## src/rtl/rsch_pkg.sv

```systemverilog
// Package for the ray/sphere closest-hit block: widths, codes, shared types.
// No dependencies; every other file of the block uses it.
`default_nettype none

package rsch_pkg;

  // Item fields
  localparam int COORD_W     = 40;
  localparam int IDX_W       = 2;
  localparam int RAD_W       = 16;
  localparam int NUM_SPHERES = 4;
  localparam int FRAC_BITS   = 16;

  // Datapath widths: operand magnitudes stay below 2^MAG_W
  localparam int OC_W   = COORD_W + 1;
  localparam int MAG_W  = 84;
  localparam int MUL_W  = MAG_W + 1;
  localparam int ACC_W  = 2 * MAG_W + 2;
  localparam int SQ_W   = 2 * MAG_W;
  localparam int NUM_W  = MAG_W + 2;
  localparam int DIVN_W = MAG_W + FRAC_BITS;
  localparam int T_W    = DIVN_W + 1;
  localparam int SPH_W  = $clog2(NUM_SPHERES + 1);

  // Far distance and the no-hit value shown on the port
  localparam logic [63:0] INF_VAL   = 64'd100000 << FRAC_BITS;
  localparam logic [63:0] MAX_COORD = (64'd1 << (COORD_W - 1)) - 64'd1;
  localparam logic [COORD_W-1:0] NOHIT_DIST =
    (INF_VAL > MAX_COORD) ? MAX_COORD[COORD_W-1:0] : INF_VAL[COORD_W-1:0];

  localparam logic FUNC_WRITE = 1'b0;
  localparam logic FUNC_CAST  = 1'b1;

  typedef struct packed {
    logic signed [COORD_W-1:0] cx;
    logic signed [COORD_W-1:0] cy;
    logic signed [COORD_W-1:0] cz;
    logic [RAD_W-1:0]          radius;
  } sphere_t;

  typedef struct packed {
    logic                    start;
    logic signed [MUL_W-1:0] a;
    logic signed [MUL_W-1:0] b;
  } mul_req_t;

  typedef struct packed {
    logic            start;
    logic [SQ_W-1:0] radicand;
  } sqrt_req_t;

  typedef struct packed {
    logic              start;
    logic [DIVN_W-1:0] num;
    logic [MAG_W-1:0]  den;
  } div_req_t;

  typedef enum logic [3:0] {
    OP_DXX, OP_DYY, OP_DZZ,
    OP_OXD, OP_OYD, OP_OZD,
    OP_OXX, OP_OYY, OP_OZZ,
    OP_RR, OP_K2K2, OP_K1K3
  } mul_op_e;

  typedef enum logic [3:0] {
    ST_IDLE,
    ST_MUL_ISSUE,
    ST_MUL_WAIT,
    ST_K1_CHECK,
    ST_SPHERE,
    ST_DISC_CHECK,
    ST_SQRT_WAIT,
    ST_DIV_ISSUE,
    ST_DIV_WAIT,
    ST_NEXT,
    ST_OUT
  } state_e;

endpackage

`default_nettype wire

```

## src/rtl/rsch_mul.sv

```systemverilog
// Shift-add signed multiplier, one multiplier bit per cycle.
// Depends on rsch_pkg.
`default_nettype none

module rsch_mul (
  input  logic                                clk_i,
  input  logic                                rst_ni,
  input  rsch_pkg::mul_req_t                  req_i,
  output logic                                done_o,
  output logic signed [rsch_pkg::ACC_W-1:0]   prod_o
);
  import rsch_pkg::*;

  logic                   busy_q, done_q;
  logic [2*MAG_W-1:0]     mcand_q, acc_q;
  logic [MAG_W-1:0]       mplier_q;
  logic                   neg_q;
  logic signed [ACC_W-1:0] prod_q;
  logic [MUL_W-1:0]       a_abs, b_abs;
  logic [ACC_W-1:0]       p_ext;
  logic                   finish;

  assign a_abs  = req_i.a[MUL_W-1] ? -req_i.a : req_i.a;
  assign b_abs  = req_i.b[MUL_W-1] ? -req_i.b : req_i.b;
  assign p_ext  = {2'b00, acc_q};
  assign finish = busy_q && (mplier_q == '0);

  always_ff @(posedge clk_i or negedge rst_ni) begin
    if (!rst_ni) begin
      busy_q <= 1'b0;
      done_q <= 1'b0;
    end else begin
      done_q <= finish;
      if (req_i.start) begin
        busy_q <= 1'b1;
      end else if (finish) begin
        busy_q <= 1'b0;
      end
    end
  end

  always_ff @(posedge clk_i) begin
    if (req_i.start) begin
      mcand_q  <= (2*MAG_W)'(a_abs[MAG_W-1:0]);
      mplier_q <= b_abs[MAG_W-1:0];
      acc_q    <= '0;
      neg_q    <= req_i.a[MUL_W-1] ^ req_i.b[MUL_W-1];
    end else if (finish) begin
      prod_q <= neg_q ? -p_ext : p_ext;
    end else if (busy_q) begin
      if (mplier_q[0]) begin
        acc_q <= acc_q + mcand_q;
      end
      mcand_q  <= {mcand_q[2*MAG_W-2:0], 1'b0};
      mplier_q <= {1'b0, mplier_q[MAG_W-1:1]};
    end
  end

  assign done_o = done_q;
  assign prod_o = prod_q;

endmodule

`default_nettype wire

```

## config.mk

```make
export PLATFORM = sky130hd
export DESIGN_NAME = rsch_mul
export DESIGN_NICKNAME = d
export VERILOG_FILES = /design/src/rtl/rsch_pkg.sv /design/src/rtl/rsch_mul.sv
export SDC_FILE = /design/constraint.sdc
export NUM_CORES = 2
export LEC_CHECK = 0
export ABC_CLOCK_PERIOD_IN_PS = 44200
export BUFFER_PORTS_ARGS = -buffer_cell sky130_fd_sc_hd__buf_2
export CAP_MARGIN = 20
export CELL_PAD_IN_SITES_DETAIL_PLACEMENT = 1
export CELL_PAD_IN_SITES_GLOBAL_PLACEMENT = 1
export CORE_UTILIZATION = 30
export CTS_CLUSTER_SIZE = 10
export DETAILED_ROUTE_END_ITERATION = 6
export GPL_TIMING_DRIVEN = 1
export PLACE_DENSITY = 0.58
export SETUP_SLACK_MARGIN = 0.15
export SYNTH_ARGS = -nofsm -noshare
export SYNTH_HDL_FRONTEND = slang
export SYNTH_SLANG_ARGS = --single-unit
```

## constraint.sdc

```tcl
create_clock -name clk_i -period 44.2 [get_ports clk_i]
set_input_delay 4.42 -clock clk_i [delete_from_list [all_inputs] [get_ports clk_i]]
set_output_delay 4.42 -clock clk_i [all_outputs]
set_load 0.02 [all_outputs]
```

==> metrics.md <==
| Metric | Value |
|---|---|
| Status | `finished, final reports clean` |
| Routed via count | `36498` |
| Commonest cells post-synth | `nand2_1, a21oi_1, nor2_1` |
| Drt drc | `0` |
| Ys Warns | `0` |
| Rows | `132` |
| Reg area | `0.0153 mm2` |
| Maximum buffer depth of the clock tree | `3` |
| R2R setup slack | `37.74 ns` |
| Die Span X | `365 um` |
| Starting Density | `30.4%` |
| Cell mode on critical path | `or3_1` |
| First-pass GRT wire length | `230 mm` |
| Post-CTS Setup Bufs | `0` |
| Leakage | `16.5 nW` |
| H-tree depth | `3` |
| Most used DFF post-synth | `edfxtp_1` |
| Tmin final | `8.66 ns` |
| Fraction of registers with async set/reset | `0.337%` |
| Final ANT Viol Nets | `0` |
| Setup TNS | `0 ns` |
| DRT Wirelength | `152 mm` |
| Vias in the first global route | `36152` |
| Total GRT Usage | `22.4%` |
| Slowest-stage cell, CP | `or4_1` |
| Sink Count | `593` |
| Cell count after synthesis | `4723` |
| Clock Skews | `0.0348 ns` |
| Syn Area/Cell | `8.38 um2` |
| DIE AREA | `0.133 mm2` |
| RSZ-0062 raised after global routing | `false` |
| Seq/Total Area, Yosys | `38.6%` |
| Arr. time, crit path | `9.05 ns` |
| Post_cts resized | `0` |
| Root buf cell | `clkbuf_16` |
| Final GP Congestion | `0.907` |
| Worst slew pin tran | `1.15 ns` |
| Yosys top cell area share | `25.7%` |
| Post-synth EDFFs | `339` |
| Worst-path maximum fanout | `5` |
| Yosys top cell by area | `edfxtp_1` |
| Critical path cell sequence | `buf_2, or3_1, or2_2, or3_1, or4_1, or3_1, nor2_1, nand4b_1, or3_1, or4_1, or4_1, o41ai_1, xor2_1, a21oi_1` |
| Final count of pins violating max slew | `0` |
| Slowest stage delay, CP | `0.51 ns` |
| Util after Layout | `34.9%` |
| Fmax | `0.115 GHz` |
| Share of cells above drive strength 1 | `11.9%` |
| Worst Hold Class | `reg -> reg` |
| CTS clk-pin slew, worst paths | `0.06 ns` |
| Pre-CTS setup slack | `34.83 ns` |
| Crit. End Element | `register` |
| Final setup violation count | `0` |
| Hold Vio Cnt, Final | `0` |
| Clk_lat worst skew | `0.68 ns` |
| Synthesized flop and latch total | `593` |
| IO Count | `344` |
| Critical Path Start Type | `input port` |
| Maximum Capacitance Violations | `0` |
| Wire per inst | `22.6 um` |
| Mapped Area | `0.0396 mm2` |
| Area delta synth->final | `14.9%` |
| Setup ws final | `35.54 ns` |
| Chip height | `365 um` |
| CP delay by family, top | `simple AND/OR/NAND/NOR gates` |
| Initial DRT Pass Iterations | `6` |
| Largest cells by area after synthesis | `edfxtp_1, dfxtp_1, a21oi_1` |
| # fillers | `15553` |
| Final period utilization | `19.6%` |
| Avg Vias per Cell | `5.41` |
| Req. time, crit path | `44.58 ns` |
| Buf/Inv on CP | `1` |
| Area of the multi-input gates | `0.0230 mm2` |
| Distinct cells, synth | `82` |
| Slew HR | `23.5%` |
| Power density cells | `47.3 mW/mm2` |
| Core Area | `0.130 mm2` |
| Port bufs | `343` |
| Remaining global-route overflow | `0` |
| Antenna violations before repair | `12` |
| Initial DRC Count | `2209` |
| Critical path type | `in -> reg` |
| CTS tree | `built` |
| Largest net degree at the start of global routing | `193` |
| # hold bufs at CTS | `0` |
| Worst IR Drop VDD | `32.2 uV` |
| # nets final | `5284` |
| Num CTS Buffers | `80` |
| Hpwl dp | `119 mm` |
| Post-Syn Nets | `5067` |
| Count leader, synth | `nand2_1` |
==> worst paths after layout <==
kind                              startpoint  cells after the start      endpoint
max in group asynchronous             rst_ni                      1        done_o
worst max-delay path              req_i[115]                     14   mcand_q[77]
worst min register to register  mcand_q[133]                      2  mcand_q[134]
worst max register to register      acc_q[0]                     16    acc_q[162]
min in group asynchronous             rst_ni                      1        busy_q
worst min-delay path            mcand_q[133]                      2  mcand_q[134]
==> cell families (layout without fill, tap and decap cells) <==
kind of cell | count (synthesis) | after routing | share of synthesized area (%)
simple gates | 1684 | 1684 | 19.7
compound gates | 1419 | 1419 | 21.3
flops | 593 | 593 | 38.6
xor+xnor | 474 | 474 | 10.5
buf+inv | 343 | 626 | 3.32
fa+ha+maj | 171 | 171 | 5.43
mux | 39 | 39 | 1.10
other cells | 0 | 2 | 0
==> cells in the final DEF (no fill, tap or decap), types with 86 or more instances in the layout <==
cell type | synthesis | routed
nand2_1 | 763 | 761
a21oi_1 | 660 | 660
nor2_1 | 347 | 346
buf_2 | 2 | 343
edfxtp_1 | 339 | 339
o21ai_0 | 285 | 285
xnor2_1 | 280 | 280
dfxtp_1 | 252 | 252
xor2_1 | 194 | 194
ha_1 | 170 | 170
o31ai_1 | 116 | 116
nand4_1 | 107 | 107
inv_1 | 94 | 94
nor3_1 | 87 | 86
==> metal layers <==
metal  track usage, %  vias up  routed length, um
met3             2.78      157               6700
met4             5.60       10               3040
met5                0        -                 67
met1             33.0    17947              76300
li1                 -    17630                  -
met2             34.5      754              66300
==> power breakdown <==
group	internal (mW)	total, mW	switching [mW]	leakage, nW
sequential	0.655	0.743	0.0881	5.33
combinational	0.277	0.747	0.470	9.90
clock	0.392	0.658	0.267	1.26
total	1.32	2.15	0.825	16.5
==> registers in the layout, indices dropped and copies added (netlist names) <==
signal / cells
mcand_q: 168
acc_q: 168
neg_q: 1
prod_o: 170
busy_q: 1
done_o: 1
mplier_q: 84
==> cell type report <==
type / instances / area share (%)
inverters: 94 / 0.776
diodes: 2 / 0.0110
multi-input cells: 3787 / 50.6
repair buffers: 384 / 4.49
flip-flops and latches: 593 / 33.6
well taps: 1742 / 4.79
clock inverters: 25 / 0.592
clock buffers: 123 / 5.12
==> tightest hold or removal path, stage by stage (launching register included) <==
cell,delay (ns)
dfxtp_1,0.32
nand2_1,0.06
a21oi_1,0.05
==> metrics by stage <==
stage | instances | area [um2] | hold slack, ns | power [mW]
floorplan | 4723 | 39600 | 0.449 | 1.24
global placement | 6598 | 42800 | 0.465 | 1.48
detailed placement | 6599 | 42900 | 0.470 | 1.49
CTS | 6747 | 45500 | 0.473 | 2.16
global route | 6748 | 45500 | 0.500 | 2.27
finish | 6750 | 45500 | 0.475 | 2.15
No activity file was read; power rests on OpenSTA's default activity.
