<file path="src/rtl/rsch_pkg.sv">
// Package for the ray/sphere closest-hit block: widths, codes, shared types.
// No dependencies; every other file of the block uses it.
`default_nettype none

package rsch_pkg;

  // Item fields
  localparam int COORD_W     = 40;
  localparam int IDX_W       = 2;
  localparam int RAD_W       = 16;
  localparam int NUM_SPHERES = 4;
  localparam int FRAC_BITS   = 16;

  // Datapath widths: operand magnitudes stay below 2^MAG_W
  localparam int OC_W   = COORD_W + 1;
  localparam int MAG_W  = 84;
  localparam int MUL_W  = MAG_W + 1;
  localparam int ACC_W  = 2 * MAG_W + 2;
  localparam int SQ_W   = 2 * MAG_W;
  localparam int NUM_W  = MAG_W + 2;
  localparam int DIVN_W = MAG_W + FRAC_BITS;
  localparam int T_W    = DIVN_W + 1;
  localparam int SPH_W  = $clog2(NUM_SPHERES + 1);

  // Far distance and the no-hit value shown on the port
  localparam logic [63:0] INF_VAL   = 64'd100000 << FRAC_BITS;
  localparam logic [63:0] MAX_COORD = (64'd1 << (COORD_W - 1)) - 64'd1;
  localparam logic [COORD_W-1:0] NOHIT_DIST =
    (INF_VAL > MAX_COORD) ? MAX_COORD[COORD_W-1:0] : INF_VAL[COORD_W-1:0];

  localparam logic FUNC_WRITE = 1'b0;
  localparam logic FUNC_CAST  = 1'b1;

  typedef struct packed {
    logic signed [COORD_W-1:0] cx;
    logic signed [COORD_W-1:0] cy;
    logic signed [COORD_W-1:0] cz;
    logic [RAD_W-1:0]          radius;
  } sphere_t;

  typedef struct packed {
    logic                    start;
    logic signed [MUL_W-1:0] a;
    logic signed [MUL_W-1:0] b;
  } mul_req_t;

  typedef struct packed {
    logic            start;
    logic [SQ_W-1:0] radicand;
  } sqrt_req_t;

  typedef struct packed {
    logic              start;
    logic [DIVN_W-1:0] num;
    logic [MAG_W-1:0]  den;
  } div_req_t;

  typedef enum logic [3:0] {
    OP_DXX, OP_DYY, OP_DZZ,
    OP_OXD, OP_OYD, OP_OZD,
    OP_OXX, OP_OYY, OP_OZZ,
    OP_RR, OP_K2K2, OP_K1K3
  } mul_op_e;

  typedef enum logic [3:0] {
    ST_IDLE,
    ST_MUL_ISSUE,
    ST_MUL_WAIT,
    ST_K1_CHECK,
    ST_SPHERE,
    ST_DISC_CHECK,
    ST_SQRT_WAIT,
    ST_DIV_ISSUE,
    ST_DIV_WAIT,
    ST_NEXT,
    ST_OUT
  } state_e;

endpackage

`default_nettype wire

</file>
<file path="src/rtl/rsch_sqrt.sv">
// Digit-by-digit floor square root, one root bit per cycle.
// Depends on rsch_pkg.
`default_nettype none

module rsch_sqrt (
  input  logic                          clk_i,
  input  logic                          rst_ni,
  input  rsch_pkg::sqrt_req_t           req_i,
  output logic                          done_o,
  output logic [rsch_pkg::MAG_W-1:0]    root_o
);
  import rsch_pkg::*;

  localparam int CNT_W = $clog2(MAG_W + 1);

  logic             busy_q, done_q;
  logic [CNT_W-1:0] cnt_q;
  logic [SQ_W-1:0]  x_q;
  logic [MAG_W-1:0] root_q;
  logic [MAG_W+1:0] rem_q;
  logic [MAG_W+3:0] rem_sh, trial, rem_diff;
  logic             ge;
  logic             last;

  assign rem_sh   = {rem_q, x_q[SQ_W-1 -: 2]};
  assign trial    = (MAG_W+4)'({root_q, 2'b01});
  assign rem_diff = rem_sh - trial;
  assign ge       = rem_sh >= trial;
  assign last     = cnt_q == CNT_W'(MAG_W - 1);

  always_ff @(posedge clk_i or negedge rst_ni) begin
    if (!rst_ni) begin
      busy_q <= 1'b0;
      done_q <= 1'b0;
      cnt_q  <= '0;
    end else begin
      done_q <= busy_q && last;
      if (req_i.start) begin
        busy_q <= 1'b1;
        cnt_q  <= '0;
      end else if (busy_q) begin
        cnt_q <= cnt_q + 1'b1;
        if (last) begin
          busy_q <= 1'b0;
        end
      end
    end
  end

  always_ff @(posedge clk_i) begin
    if (req_i.start) begin
      x_q    <= req_i.radicand;
      root_q <= '0;
      rem_q  <= '0;
    end else if (busy_q) begin
      x_q    <= {x_q[SQ_W-3:0], 2'b00};
      rem_q  <= ge ? rem_diff[MAG_W+1:0] : rem_sh[MAG_W+1:0];
      root_q <= {root_q[MAG_W-2:0], ge};
    end
  end

  assign done_o = done_q;
  assign root_o = root_q;

endmodule

`default_nettype wire

</file>
<file path="config.mk">
export PLATFORM = sky130hd
export DESIGN_NAME = rsch_sqrt
export DESIGN_NICKNAME = d
export VERILOG_FILES = /design/src/rtl/rsch_pkg.sv /design/src/rtl/rsch_sqrt.sv
export SDC_FILE = /design/constraint.sdc
export NUM_CORES = 1
export LEC_CHECK = 0
export ABC_AREA = 1
export BUFFER_PORTS_ARGS = -buffer_cell sky130_fd_sc_hd__clkbuf_2
export CORE_MARGIN = 2
export CORE_UTILIZATION = 42
export CTS_CLUSTER_SIZE = 12
export DETAILED_ROUTE_END_ITERATION = 12
export PLACE_DENSITY = 0.66
export SKIP_LAST_GASP = 1
export SYNTH_ARGS = -nofsm -noshare
export SYNTH_HDL_FRONTEND = slang
export SYNTH_SLANG_ARGS = --single-unit
</file>
<file path="constraint.sdc">
create_clock -name clk_i -period 17.05 [get_ports clk_i]
set_input_delay 0 -clock clk_i [delete_from_list [all_inputs] [get_ports clk_i]]
set_output_delay 0 -clock clk_i [all_outputs]
set_load 0.01 [all_outputs]
</file>
==> flow_summary_export.csv <==
group,metric,value,unit
outcome,result_of_the_run,"finished, final reports clean",
setup_path,timing.critical_path.buf_inv,3,
setup_path,crit_path_start_kind,"flop",
timing,setup_viol_count_final,0,
routing,vias,22200,
setup_path,r2r_slack,13230,ps
layout,final_common_cell,"nand2_1",
floorplan,die_y,234,µm
routing,drc,0,
cts,clk_pin_slew_worst_paths,60,ps
routing,total_length_of_routed_wires,74.6,mm
setup_path,critical_path.max_fanout,71,
timing,rsz_0062_raised_after_global_routing,"no",
timing,hold_viol_final,0,
floorplan,start_util,42.3,%
synthesis,synth_fp_nets,3669,
routing,routedWlPerCell,16.6,µm
floorplan,coreArea,52300,µm²
cts,tritoncts.num_buffers,39,
routing,post_drt_via_cell_ratio,4.92,
setup_path,critPathSlowestCell,"buf_4",
pwr,vdd.ir_drop.worst,0.122,mV
setup_path,critical_path.most_common_cell,"nand2_1",
layout,finalNetCount,4046,
layout,post_layout_nonfiller_instances,4506,
global_routing,globalRouteTotalUtil,27.3,%
floorplan,floorplan.die_area,54600,µm²
cts,worst_skew_pair_later_pin_latency,600,ps
setup_path,ff2ff_path_depth,16,
setup_path,worst_setup_path_end_kind,"flop",
routing,final_antenna_net_count,0,
timing,setup_total_negative_slack,0,ps
floorplan,floorplan.io_pins,256,
global_routing,grt_pass1_wl,116,mm
global_routing,grt_start_max_net_pins,163,
setup_path,worst-endpoint-required,17460,ps
floorplan,fp.dieW,234,µm
place,gpl.final_weighted_congestion,1.01,
cts,cts_tree,"yes",
setup_path,crit_start,"root_o[22]",
place,dpl.hpwl,55.1,mm
pwr,cellLeakagePower,14.3,nW
timing,maxSlewHeadroom,28.0,%
timing,report.final.slew_viol_count,0,
cts,clock_tree.root_cell,"clkbuf_16",
setup_path,arrival_time_worst_endpoint,4230,ps
global_routing,vias_in_the_first_global_route,21300,
run,drv.max_cap_violation_count,0,
cts,cts.htree.levels,2,
min_path,holdPathStages,3,
min_path,hold_wc_startpoint,"req_i[168]",
synthesis,yosysSeqAreaShare,39.2,%
timing,min_clock_period_post_route,3820,ps
routing,dr.first_iter.drc_count,1734,
floorplan,row_count,84,
synthesis,post_synth_inst_count,3411,
min_path,hold_crit_class,"input port to flop",
cts,post-cts-setup-buffers,0,
synthesis,post_synth_instance_area,22200,µm²
setup_path,cp_slowest_stage_delay,670,ps
setup_path,worst_r2r_startpoint,"root_o[22]",
setup_path,regToRegEndpoint,"rem_q[29]",
global_routing,antenna_violations_before_repair,0,
global_routing,globalRoute.totalOverflow,0,
synthesis,synthesis.area_per_instance,6.49,µm²
pwr,power.density,178,nW/µm²
setup_path,worstSetupPathType,"flop to flop",
timing,clock.fmax,0.262,GHz
min_path,worst_hold_end,"x_q[162]",
cts,clock_sink_count,347,
synthesis,ys_seq_elements,347,
cts,clock_path_buffers,3,
setup_path,path_cells,"inv_1 -> ha_1 -> nand2_1 -> nor2_1 -> inv_2 -> nor2_2 -> nand2_1 -> nor2_1 -> nand2_1 -> nand3_2 -> nand2_2 -> nand2_2 -> buf_4 -> nand2_1 -> nand3_1 -> o21ai_0",
timing,setup_ws,13230,ps
synthesis,synth_cell_types,39,
timing,period_share,22.4,%
setup_path,cpLargestDelayFamily,"simple AND/OR/NAND/NOR gates",
timing,clock-skew-final,41.1,ps
synthesis,yosys_warnings,0,
timing,tightestPinTransition,1080,ps
layout,drive_gt1_share,9.56,%
layout,syn2layout_area_growth,21.4,%
routing,dr.pass1.iters,5,
layout,commonest_non_fill_non_tap_cells_in_the_layout,"nand2_1 (1474), inv_1 (551), nor2_1 (279)",
place,dp_cells,4265,
place,dpl_worst_slack,13300,ps
place,number_of_buffer_cells_added_on_primary_ports,255,
-- final cells by class --
type / instances / area, µm²
diodes: 1 / 2.50
repair buffers: 435 / 3060
inverters: 565 / 2130
multi-input cells: 2400 / 11000
fillers: 5321 / 25400
clock inverters: 17 / 165
clock buffers: 53 / 1060
well taps: 688 / 861
flip-flops and latches: 347 / 8670
-- Yosys cell counts --
cell type / instances / area (µm²)
nand2_1: 1474 / 5530
inv_1: 553 / 2080
nor2_1: 281 / 1050
dfxtp_1: 170 / 3400
edfxtp_1: 168 / 5040
nand3_1: 123 / 616
a21oi_1: 95 / 475
ha_1: 87 / 1090
o22ai_1: 83 / 519
clkbuf_1: 74 / 278
o21ai_0: 65 / 325
nand4_1: 44 / 275
xnor2_1: 40 / 350
nor3_1: 18 / 90.1
o21bai_1: 17 / 128
nor2_2: 16 / 100
o21ai_1: 15 / 75.1
buf_2: 13 / 65.1
inv_2: 10 / 37.5
nand2_2: 10 / 62.6
dfrtp_1: 9 / 225
buf_1: 6 / 22.5
and2_1: 5 / 31.3
nand3b_1: 4 / 30.0
nor4_1: 4 / 25.0
xor2_1: 4 / 35.0
buf_4: 3 / 22.5
buf_6: 3 / 33.8
a21boi_0: 2 / 15.0
clkinv_1: 2 / 7.51
nand3_2: 2 / 20.0
nor3_2: 2 / 20.0
o211ai_1: 2 / 15.0
or2_2: 2 / 12.5
a22o_1: 1 / 8.76
a31oi_1: 1 / 6.26
and2_0: 1 / 6.26
nand2b_1: 1 / 6.26
nor2_4: 1 / 11.3
-- worst max-delay path by stage --
stage / to / slack (ps) / depth (start not counted)
2_1_floorplan: x_q[0] / 10900 / 4
3_3_place_gp: rem_q[0] / 13330 / 16
3_5_place_dp: rem_q[19] / 13300 / 16
4_1_cts: rem_q[29] / 13280 / 16
5_1_grt: rem_q[23] / 12930 / 16
6_report: rem_q[29] / 13230 / 16
-- where the power goes --
group / switching [mW] / leakage, nW / internal [mW] / total (mW)
clock: 0.367 / 0.588 / 0.457 / 0.824
sequential: 0.0665 / 3.36 / 1.00 / 1.07
combinational: 2.00 / 10.4 / 0.897 / 2.90
total: 2.44 / 14.3 / 2.36 / 4.79
-- registers in the layout (all words and copies together), names as in the netlist --
name / flops
done_o: 1
x_q: 168
busy_q: 1
rem_q: 86
root_o: 84
cnt_q: 7
-- cells by family after synthesis --
family	synth area share (%)
xor gates and xnor gates	1.74
AOI/OAI and AO/OA	7.08
adders and majority gates	4.91
DFF	39.2
and+or+nand+nor	35.6
buffers and inverters	11.5
-- metrics by stage --
step	util (%)	cell area, µm²	total power, mW	hold slack (ps)
after floorplan	-	22200	3.09	-296
after global routing	51.4	26900	5.19	96.1
after detailed placement	45.8	24000	3.89	-128
final	51.4	26900	4.79	21.7
after CTS	51.4	26900	4.76	43.6
after global placement	45.8	24000	3.89	-127
-- worst reg2reg max path: stages, from the launching register on --
cell	delay (ps)
dfxtp_1	320
inv_1	80
ha_1	410
nand2_1	120
nor2_1	180
inv_2	70
nor2_2	230
nand2_1	140
nor2_1	110
nand2_1	90
nand3_2	80
nand2_2	420
nand2_2	310
buf_4	670
nand2_1	210
nand3_1	120
o21ai_0	80
-- per-layer routing --
layer / wire length, µm / vias up / GRT usage (%) / part of all wire (%)
met3: 4950 / 113 / 4.80 / 6.6
met5: 0 / - / 0 / 0
met4: 2010 / 0 / 7.40 / 2.7
met1: 33500 / 10100 / 36.7 / 45
li1: - / 11300 / - / -
met2: 34100 / 680 / 44.9 / 46
-- timing repair --
action	in CTS	in global routing
hold buffers	170	0
resized for setup	0	0
endpoints found under the hold margin	177	0
Note: power is estimated with default switching activity, not from simulation.
