<file path="config.mk">
export PLATFORM = sky130hd
export DESIGN_NAME = rsch_div
export DESIGN_NICKNAME = d
export VERILOG_FILES = /design/src/rtl/rsch_pkg.sv /design/src/rtl/rsch_div.sv
export SDC_FILE = /design/constraint.sdc
export NUM_CORES = 1
export LEC_CHECK = 0
export BUFFER_PORTS_ARGS = -buffer_cell sky130_fd_sc_hd__buf_2
export CAP_MARGIN = 10
export CORE_MARGIN = 5
export CORE_UTILIZATION = 35
export CTS_CLUSTER_DIAMETER = 80
export DETAILED_ROUTE_END_ITERATION = 6
export PLACE_DENSITY_LB_ADDON = 0.3
export SETUP_SLACK_MARGIN = 0.1
export SYNTH_ARGS = -nofsm -noshare
export SYNTH_HDL_FRONTEND = slang
export SYNTH_SLANG_ARGS = --single-unit
export TNS_END_PERCENT = 20
</file>
<file path="constraint.sdc">
create_clock -name clk_i -period 7.6 [get_ports clk_i]
set_clock_uncertainty 0.15 [all_clocks]
set_input_delay 0.38 -clock clk_i [delete_from_list [all_inputs] [get_ports clk_i]]
set_output_delay 0.38 -clock clk_i [all_outputs]
set_load 0.01 [all_outputs]
</file>
<file path="src/rtl/rsch_pkg.sv">
// Package for the ray/sphere closest-hit block: widths, codes, shared types.
// No dependencies; every other file of the block uses it.
`default_nettype none

package rsch_pkg;

  // Item fields
  localparam int COORD_W     = 40;
  localparam int IDX_W       = 2;
  localparam int RAD_W       = 16;
  localparam int NUM_SPHERES = 4;
  localparam int FRAC_BITS   = 16;

  // Datapath widths: operand magnitudes stay below 2^MAG_W
  localparam int OC_W   = COORD_W + 1;
  localparam int MAG_W  = 84;
  localparam int MUL_W  = MAG_W + 1;
  localparam int ACC_W  = 2 * MAG_W + 2;
  localparam int SQ_W   = 2 * MAG_W;
  localparam int NUM_W  = MAG_W + 2;
  localparam int DIVN_W = MAG_W + FRAC_BITS;
  localparam int T_W    = DIVN_W + 1;
  localparam int SPH_W  = $clog2(NUM_SPHERES + 1);

  // Far distance and the no-hit value shown on the port
  localparam logic [63:0] INF_VAL   = 64'd100000 << FRAC_BITS;
  localparam logic [63:0] MAX_COORD = (64'd1 << (COORD_W - 1)) - 64'd1;
  localparam logic [COORD_W-1:0] NOHIT_DIST =
    (INF_VAL > MAX_COORD) ? MAX_COORD[COORD_W-1:0] : INF_VAL[COORD_W-1:0];

  localparam logic FUNC_WRITE = 1'b0;
  localparam logic FUNC_CAST  = 1'b1;

  typedef struct packed {
    logic signed [COORD_W-1:0] cx;
    logic signed [COORD_W-1:0] cy;
    logic signed [COORD_W-1:0] cz;
    logic [RAD_W-1:0]          radius;
  } sphere_t;

  typedef struct packed {
    logic                    start;
    logic signed [MUL_W-1:0] a;
    logic signed [MUL_W-1:0] b;
  } mul_req_t;

  typedef struct packed {
    logic            start;
    logic [SQ_W-1:0] radicand;
  } sqrt_req_t;

  typedef struct packed {
    logic              start;
    logic [DIVN_W-1:0] num;
    logic [MAG_W-1:0]  den;
  } div_req_t;

  typedef enum logic [3:0] {
    OP_DXX, OP_DYY, OP_DZZ,
    OP_OXD, OP_OYD, OP_OZD,
    OP_OXX, OP_OYY, OP_OZZ,
    OP_RR, OP_K2K2, OP_K1K3
  } mul_op_e;

  typedef enum logic [3:0] {
    ST_IDLE,
    ST_MUL_ISSUE,
    ST_MUL_WAIT,
    ST_K1_CHECK,
    ST_SPHERE,
    ST_DISC_CHECK,
    ST_SQRT_WAIT,
    ST_DIV_ISSUE,
    ST_DIV_WAIT,
    ST_NEXT,
    ST_OUT
  } state_e;

endpackage

`default_nettype wire

</file>
<file path="src/rtl/rsch_div.sv">
// Restoring unsigned divider, one quotient bit per cycle.
// Depends on rsch_pkg.
`default_nettype none

module rsch_div (
  input  logic                          clk_i,
  input  logic                          rst_ni,
  input  rsch_pkg::div_req_t            req_i,
  output logic                          done_o,
  output logic [rsch_pkg::DIVN_W-1:0]   quot_o
);
  import rsch_pkg::*;

  localparam int CNT_W = $clog2(DIVN_W + 1);

  logic              busy_q, done_q;
  logic [CNT_W-1:0]  cnt_q;
  logic [DIVN_W-1:0] n_q;
  logic [MAG_W-1:0]  den_q, rem_q;
  logic [MAG_W:0]    rem_sh, diff;
  logic              ge;
  logic              last;

  assign rem_sh = {rem_q, n_q[DIVN_W-1]};
  assign diff   = rem_sh - {1'b0, den_q};
  assign ge     = rem_sh >= {1'b0, den_q};
  assign last   = cnt_q == CNT_W'(DIVN_W - 1);

  always_ff @(posedge clk_i or negedge rst_ni) begin
    if (!rst_ni) begin
      busy_q <= 1'b0;
      done_q <= 1'b0;
      cnt_q  <= '0;
    end else begin
      done_q <= busy_q && last;
      if (req_i.start) begin
        busy_q <= 1'b1;
        cnt_q  <= '0;
      end else if (busy_q) begin
        cnt_q <= cnt_q + 1'b1;
        if (last) begin
          busy_q <= 1'b0;
        end
      end
    end
  end

  always_ff @(posedge clk_i) begin
    if (req_i.start) begin
      n_q   <= req_i.num;
      den_q <= req_i.den;
      rem_q <= '0;
    end else if (busy_q) begin
      rem_q <= ge ? diff[MAG_W-1:0] : rem_sh[MAG_W-1:0];
      n_q   <= {n_q[DIVN_W-2:0], ge};
    end
  end

  assign done_o = done_q;
  assign quot_o = n_q;

endmodule

`default_nettype wire

</file>
==> metrics.md, run 1 <==
| Metric | Value |
|---|---|
| Status | `finished clean` |
| Ant diodes | `0` |
| Share of total power in the clock network | `0.425` |
| Die Y | `229 µm` |
| Cells after Synth | `1719` |
| Worst Hold Class | `in -> reg` |
| WS Path Type | `reg -> reg` |
| Worst r2r src | `den_q[56]` |
| Switching Share | `0.257` |
| Routability cong. | `0.884` |
| Total net switching power | `1.03 mW` |
| FFs w/ async S/R, synth | `0.0325` |
| Total Wirelength | `slightly above 50000 µm` |
| Clk sink count | `about 280` |
| Routed Antenna Nets | `0` |
| Syn_nets | `1992` |
| Vias in the first global route | `approximately 15000` |
| Main area contributors after synthesis | `edfxtp_1 (33%), dfxtp_1 (10%), mux2_2 (7.0%), ha_1 (6.4%), nand2_1 (4.8%)` |
| Part of the power in registers | `0.440` |
| Leak | `9.05 nW` |
| Starting DRT DRC Count | `between 700 and 800` |
| Max Buffers Root-to-Sink | `3` |
| Initial core utilization | `0.352` |
| Max Cap Viol | `0` |
| Reg clk slew, reported paths | `about 0.06 ns` |
| Num CTS Buffers | `36` |
| Fmax | `approximately 210 MHz` |
| Flops & latches, synth | `277` |
| Final hold vios | `0` |
| Max-slew violation count | `0` |
| Final min period | `4.83 ns` |
| Comb power frac | `0.134` |
| Worst rel slew slack | `0.242` |
| Hold depth | `2` |
| Mapped cell area | `about 0.017 mm²` |
| Total gr overflow | `0` |
| Tot GR Track Use | `0.189` |
| Core ar. | `roughly 0.048 mm²` |
| Startpoint Class | `flop` |
| Vias | `14546` |
| CTS resizes | `0` |
| Root buf cell | `clkbuf_16` |
| Crit path required time | `7.90 ns` |
| Layout cell share with drive strength beyond 1 | `0.227` |
| First-pass GRT wire length | `81300 µm` |
| Ports | `roughly 290` |
| Crit path from | `den_q[56]` |
| Synth top area share | `0.330` |
| Area grow syn2layout | `28.5%` |
| Row Count | `80` |
| Clock latency on the worst-skew pair | `0.55 ns` |
| Pre-antenna DRT Iters | `5` |
| Largest net degree at the start of global routing | `approximately 170` |
| Count of final setup violators | `0` |
| Commonest cells post-synth | `nand2_1 (216), edfxtp_1 (184), nor2_1 (154)` |
| Hold Startpoint | `req_i[142]` |
| Pwr per Cell Area | `187 mW/mm²` |
| Avg WL per Cell | `between 15 and 20 µm` |
| Synth Flop Type | `edfxtp_1` |
| Crit path DAT | `just over 5 ns` |
| Nets | `approximately 2400` |
| Setup TNS | `0 ns` |
| Mean Syn Cell Area | `9.73 µm²` |
| Reg2reg path depth | `14` |
| Worst Tran Pin Value | `1.13 ns` |
| Peak VDD IR | `0.166 mV` |
| Die footprint | `between 0.05 and 0.06 mm²` |
| Period utilization | `0.636` |
| Post-synthesis sequential area ratio | `0.444` |
| # DRC | `0` |
| Post-synth EDFFs | `approximately 180` |
| Die extent in x | `229 µm` |
| DP HPWL | `between 30000 and 40000 µm` |
| CP Capture Type | `flop` |
| Hold slack | `roughly 0.046 ns` |
| RSZ-0062 raised after global routing | `no` |
| Yosys synthesis warning count | `0` |
| Antenna violations before repair | `0` |
| Crit-path max FO | `54` |
| Cell taking the most area after synthesis | `edfxtp_1` |
| Internal power | `2.99 mW` |
| Most frequent cell after synthesis | `nand2_1` |
| Htree depth | `2` |
| PortBufs | `287` |
| Synth cell types | `81` |
| TritonCTS clock tree | `done` |
| Vias/cell | `~5.3` |
-- worst max-delay path: stages, from the launching register on --
cell and delay, ns:
edfxtp_1 0.32, inv_1 0.04, ha_1 0.39, a21oi_1 0.23, o21ai_0 0.21, a211oi_2 0.30
o31ai_1 0.13, a2111oi_2 0.47, o2bb2ai_1 0.17, nor4_2 0.45, or2_2 0.72, buf_4 0.62
and3_1 0.23, a21oi_1 0.04, o22ai_1 0.21
-- sequential cells by signal, indices dropped and copies added, names as in the netlist --
signal / flops
quot_o: 100
cnt_q: 7
done_o: 1
den_q: 84
busy_q: 1
rem_q: 84
-- path summary, 6_finish.rpt --
kind	slack, ns	end
setup reg to reg	2.77	rem_q[66]
hold reg to reg	0.35	rem_q[24]
setup / recovery	2.77	rem_q[66]
max in group asynchronous	7.00	busy_q
min in group asynchronous	0.10	cnt_q[2]
hold / removal	0.05	quot_o[58]
-- cell families (layout without fill, tap and decap cells) --
family,Yosys count,in the layout,share of synthesized area
compound gates,432,432,0.180
xor+xnor,69,69,0.0361
simple gates,529,529,0.143
fa+ha+maj,86,86,0.0648
flops,277,277,0.444
buf+inv,208,641,0.0533
mux,118,118,0.0784
-- layout make-up --
cell class,instances,area [µm²]
sequential,277,7440
inverter,101,379
clock inverter,24,226
fill,4495,26100
tap,615,769
clock buffer,42,955
timing repair buffer,474,3310
multi-input combinational,1234,8420
-- metal layers --
layer | part of all wire | global-route usage
met5 | 0 | 0
met1 | 0.42 | 0.231
met4 | 0.032 | 0.0635
met3 | 0.061 | 0.0424
met2 | 0.48 | 0.329
-- through the flow --
stage | power, mW | cell area [µm²] | setup WS (ns) | instances | utilization
after floorplan | 2.06 | 16700 | 4.14 | 1719 | -
after global placement | 2.26 | 18500 | 2.85 | 2521 | 0.389
after detailed placement | 2.26 | 18500 | 2.76 | 2521 | 0.389
after CTS | 4.08 | 21500 | 2.74 | 2767 | 0.452
after global routing | 4.20 | 21500 | 2.27 | 2767 | 0.452
final | 4.02 | 21500 | 2.77 | 2767 | 0.452
-- cell usage in the layout (no fill, tap or decap), types with 20 or more instances in the layout --
cell / n
a21o_1: 45
a21oi_1: 121
a311oi_1: 50
buf_2: 286
clkbuf_16: 37
dfxtp_1: 84
dlygate4sd3_1: 180
edfxtp_1: 184
ha_1: 85
inv_1: 101
mux2_2: 104
nand2_1: 216
nand3_1: 23
nand4_1: 39
nor2_1: 153
nor3_1: 20
o21ai_0: 63
o21bai_1: 28
xnor2_1: 39
xor2_1: 30
-- power by group through the flow --
stage / clock network, mW / logic [mW] / registers, mW
after floorplan: 0 / 0.248 / 1.81
after global placement: 0 / 0.459 / 1.80
after detailed placement: 0 / 0.464 / 1.80
after CTS: 1.77 / 0.539 / 1.77
after global routing: 1.82 / 0.592 / 1.78
final: 1.71 / 0.540 / 1.77
-- what timing repair did --
action	CTS	global route
endpoints found under the hold margin	188	0
buffers inserted	0	0
hold buffers	180	0
Note: power is estimated with default switching activity, not from simulation.
==> run 2, diff against run 1 <==
--- a/config.mk
+++ b/config.mk
@@ -5,6 +5,7 @@
 export SDC_FILE = /design/constraint.sdc
 export NUM_CORES = 1
 export LEC_CHECK = 0
+export ABC_AREA = 1
 export BUFFER_PORTS_ARGS = -buffer_cell sky130_fd_sc_hd__buf_2
 export CAP_MARGIN = 10
 export CORE_MARGIN = 5
==> constraint.sdc (replaced) <==
create_clock -name clk_i -period 4.98 [get_ports clk_i]
set_clock_uncertainty 0.15 [all_clocks]
set_input_delay 0.249 -clock clk_i [delete_from_list [all_inputs] [get_ports clk_i]]
set_output_delay 0.249 -clock clk_i [all_outputs]
set_load 0.01 [all_outputs]
==> metrics.md, run 2 <==
| Metric | Value |
|---|---|
| # DRC | `0 (unchanged)` |
| Internal power | `4.51 mW (+51%)` |
| Largest register FFs | `100 (unchanged)` |
| Ports | `288 (unchanged)` |
| Post-synthesis mux area share | `0 (-0.0784)` |
| CP Capture Type | `flop` |
| Routed Antenna Nets | `0 (unchanged)` |
| Post-Layout Inst Area | `0.0249 mm² (+16%)` |
| Pwr per Cell Area | `244 mW/mm² (+30%)` |
| Placed cells | `4024 (+60%)` |
| Core ar. | `0.0561 mm² (+18%)` |
| Vias | `19607 (+35%)` |
| Area grow syn2layout | `26.2%` |
| Total chip power | `6.07 mW (+51%)` |
| Synth Flop Type | `edfxtp_1` |
| Initial core utilization | `0.351 (-0.000706)` |
| Mean Syn Cell Area | `6.48 µm² (-33%)` |
| Switching Share | `0.257 (-0.000371)` |
| Startpoint Class | `flop` |
| Period utilization | `0.677 (+0.0409)` |
| Max-slew violation count | `0 (unchanged)` |
| Commonest non-fill, non-tap cells in the layout | `nand2_1 (1305), inv_1 (603), buf_2 (286), nor2_1 (201), nand3_1 (192)` |
| Comb power frac | `0.131 (-0.003)` |
| Ant diodes | `0 (unchanged)` |
| Commonest non-fill, non-tap cell in the layout | `nand2_1` |
| Starting DRT DRC Count | `1302 (+68%)` |
| RSZ-0062 raised after global routing | `no` |
| DP HPWL | `52900 µm (+46%)` |
| Peak VDD IR | `0.247 mV (+49%)` |
| Row Count | `87 (+8.8%)` |
| Total setup buffers inserted after CTS | `0 (unchanged)` |
| Share of total power in the clock network | `0.427 (+0.002)` |
| Worst Tran Pin Value | `1.12 ns (-0.0139 ns)` |
| Largest family of logic cells by synthesized area | `simple AND/OR/NAND/NOR gates` |
| CTS resizes | `0 (unchanged)` |
| Part of the power in registers | `0.441 (about the same)` |
| Synth top area share | `0.281 (-0.0496)` |
| Worst Hold Class | `in -> reg` |
| Mapped cell area | `0.0197 mm² (+18%)` |
| Crit path DAT | `3.62 ns (-1.51 ns)` |
| Max Buffers Root-to-Sink | `3 (unchanged)` |
| TritonCTS clock tree | `done` |
| Root buf cell | `clkbuf_16` |
| Clock latency on the worst-skew pair | `0.55 ns (about the same)` |
| Routability cong. | `1.05 (+18%)` |
| Commonest cells post-synth | `nand2_1 (1305), inv_1 (604), nor2_1 (203)` |
| Count of final setup violators | `0 (unchanged)` |
| Post-synthesis sequential area ratio | `0.378 (-0.0667)` |
| PortBufs | `287 (unchanged)` |
| Leak | `13.3 nW (+47%)` |
| Total gr overflow | `0 (unchanged)` |
| Fin util | `0.443 (-0.00874)` |
| Die extent in x | `247 µm (+8.1%)` |
| # fillers | `5913 (+32%)` |
| Crit-path max FO | `84 (+56%)` |
| Worst rel slew slack | `0.251 (+0.00943)` |
| Reg clk slew, reported paths | `0.06 ns (about the same)` |
| Die footprint | `0.0611 mm² (+17%)` |
| Hold slack | `0.134 ns (+0.0880 ns)` |
| Total Wirelength | `68100 µm (+34%)` |
| First-pass GRT wire length | `105000 µm (+30%)` |
| Xor and xnor area share after synthesis | `0.0205 (-0.0157)` |
| Fin cells | `4271 (+54%)` |
| Syn_nets | `3310 (+66%)` |
| Vias/cell | `4.59 (-13%)` |
| Die Y | `247 µm (+8.1%)` |
| Antenna violations before repair | `0 (unchanged)` |
| Nets | `3763 (+57%)` |
| Pre-antenna DRT Iters | `7 (+2)` |
| Total net switching power | `1.56 mW (+51%)` |
| Status | `finished clean` |
| Final hold vios | `0 (unchanged)` |
| FFs w/ async S/R, synth | `0.0325 (unchanged)` |
| Post-synthesis adder-cell area fraction | `0.0550 (-0.00973)` |
| Setup TNS | `0 ns (unchanged)` |
| Num CTS Buffers | `34 (-5.6%)` |
| Setup ws final | `1.61 ns (-1.16 ns)` |
| Flops & latches, synth | `277 (unchanged)` |
| Cell taking the most area after synthesis | `edfxtp_1` |
| Final min period | `3.37 ns (-1.46 ns)` |
| Post-DP Area | `0.0218 mm² (+18%)` |
| Crit path required time | `5.23 ns (-2.67 ns)` |
| Clk sink count | `277 (unchanged)` |
| Synth Area in Simple Gates | `0.372 (+0.230)` |
| Most frequent cell after synthesis | `nand2_1` |
| Pre-CTS WS | `1.62 ns (-1.14 ns)` |
| Fmax | `297 MHz (+43%)` |
| Layout cell share with drive strength beyond 1 | `0.113 (-0.114)` |
| WS Path Type | `reg -> reg` |
| Cells after Synth | `3037 (+77%)` |
| Tot GR Track Use | `0.219 (+0.0308)` |
| Vias in the first global route | `19192 (+27%)` |
| Compound-Gate Fraction of Synth Area | `0.0379 (-0.143)` |
| Main area contributors after synthesis | `edfxtp_1 (28%), nand2_1 (25%), inv_1 (12%), dfxtp_1 (8.5%), ha_1 (5.4%)` |
| Yosys synthesis warning count | `0 (unchanged)` |
| Avg WL per Cell | `15.9 µm (-13%)` |
| Htree depth | `2 (unchanged)` |
| Synth cell types | `39 (-52%)` |
| Max Cap Viol | `0 (unchanged)` |
| Post-synth EDFFs | `184 (unchanged)` |
| Largest net degree at the start of global routing | `140 (-16%)` |
[run 2: changes by cell type in the layout (fill, tap and decap cells not counted), moves of 50 or more]
| cell | delta |
|---|---|
| a311oi_1 | -50 |
| nand2_1 | +1089 |
| inv_1 | +502 |
| a21oi_1 | -51 |
| mux2_2 | -104 |
| nand3_1 | +169 |
[run 2: cell families after synthesis]
logic type               after synthesis
adder cells (fa/ha/maj)               86
AO/OA/AOI/OAI                        142
buffers and inverters                689
XOR/XNOR                              46
AND/OR/NAND/NOR                     1797
flip-flops                           277
[run 2: critical path: stages, from the launching register on]
cell,delay (ns)
edfxtp_1,0.32
inv_1,0.04
ha_1,0.36
nand2_1,0.11
nor2_1,0.35
nand2_1,0.15
nor2_1,0.21
nand4_1,0.19
nor2_2,0.19
nor2_4,0.06
nand2_4,0.75
nand2_1,0.14
nand3_1,0.11
o21ai_0,0.09
[run 2: what timing repair did]
item | 4_1_cts | 5_1_grt
endpoints found under the setup margin | 0 | 0
endpoints found under the hold margin | 200 | 0
hold buffers | 186 | 0
[run 2: layout make-up]
cell class,instances,area [µm²],share of cell area
Clock buffer,46,916,0.0368
Multi-Input combinational cell,2071,9590,0.386
Inverter,623,2340,0.0942
Sequential cell,277,7430,0.299
Timing Repair Buffer,483,3400,0.137
Clock inverter,15,229,0.00921
Tap cell,756,946,0.0381
[run 2: worst paths after layout]
path / slack (ns) / cells past startpoint / startpoint / endpoint
worst max-delay path: 1.61 / 13 / den_q[70] / rem_q[2]
worst min-delay path: 0.13 / 3 / req_i[183] / quot_o[99]
worst max register to register: 1.61 / 13 / den_q[70] / rem_q[2]
worst min register to register: 0.32 / 2 / rem_q[53] / rem_q[53]
max in group asynchronous: 3.84 / 3 / rst_ni / cnt_q[4]
min in group asynchronous: 0.55 / 3 / rst_ni / done_o
[run 2: power by group through the flow]
stage          Combinational, mW  Sequential [mW]  Clock [mW]
2_1_floorplan              0.352             2.74           0
3_5_place_dp               0.683             2.72           0
6_report                   0.797             2.68        2.59
5_1_grt                    0.894             2.69        2.77
3_3_place_gp               0.683             2.72           0
4_1_cts                    0.802             2.68        2.67
[run 2: metal layers]
metal | wire length [µm] | GRT usage | part of all wire
met5 | 0 | 0 | 0
met1 | 29200 | 0.283 | 0.43
met3 | 5040 | 0.0438 | 0.074
met4 | 2860 | 0.0858 | 0.042
met2 | 31000 | 0.363 | 0.45
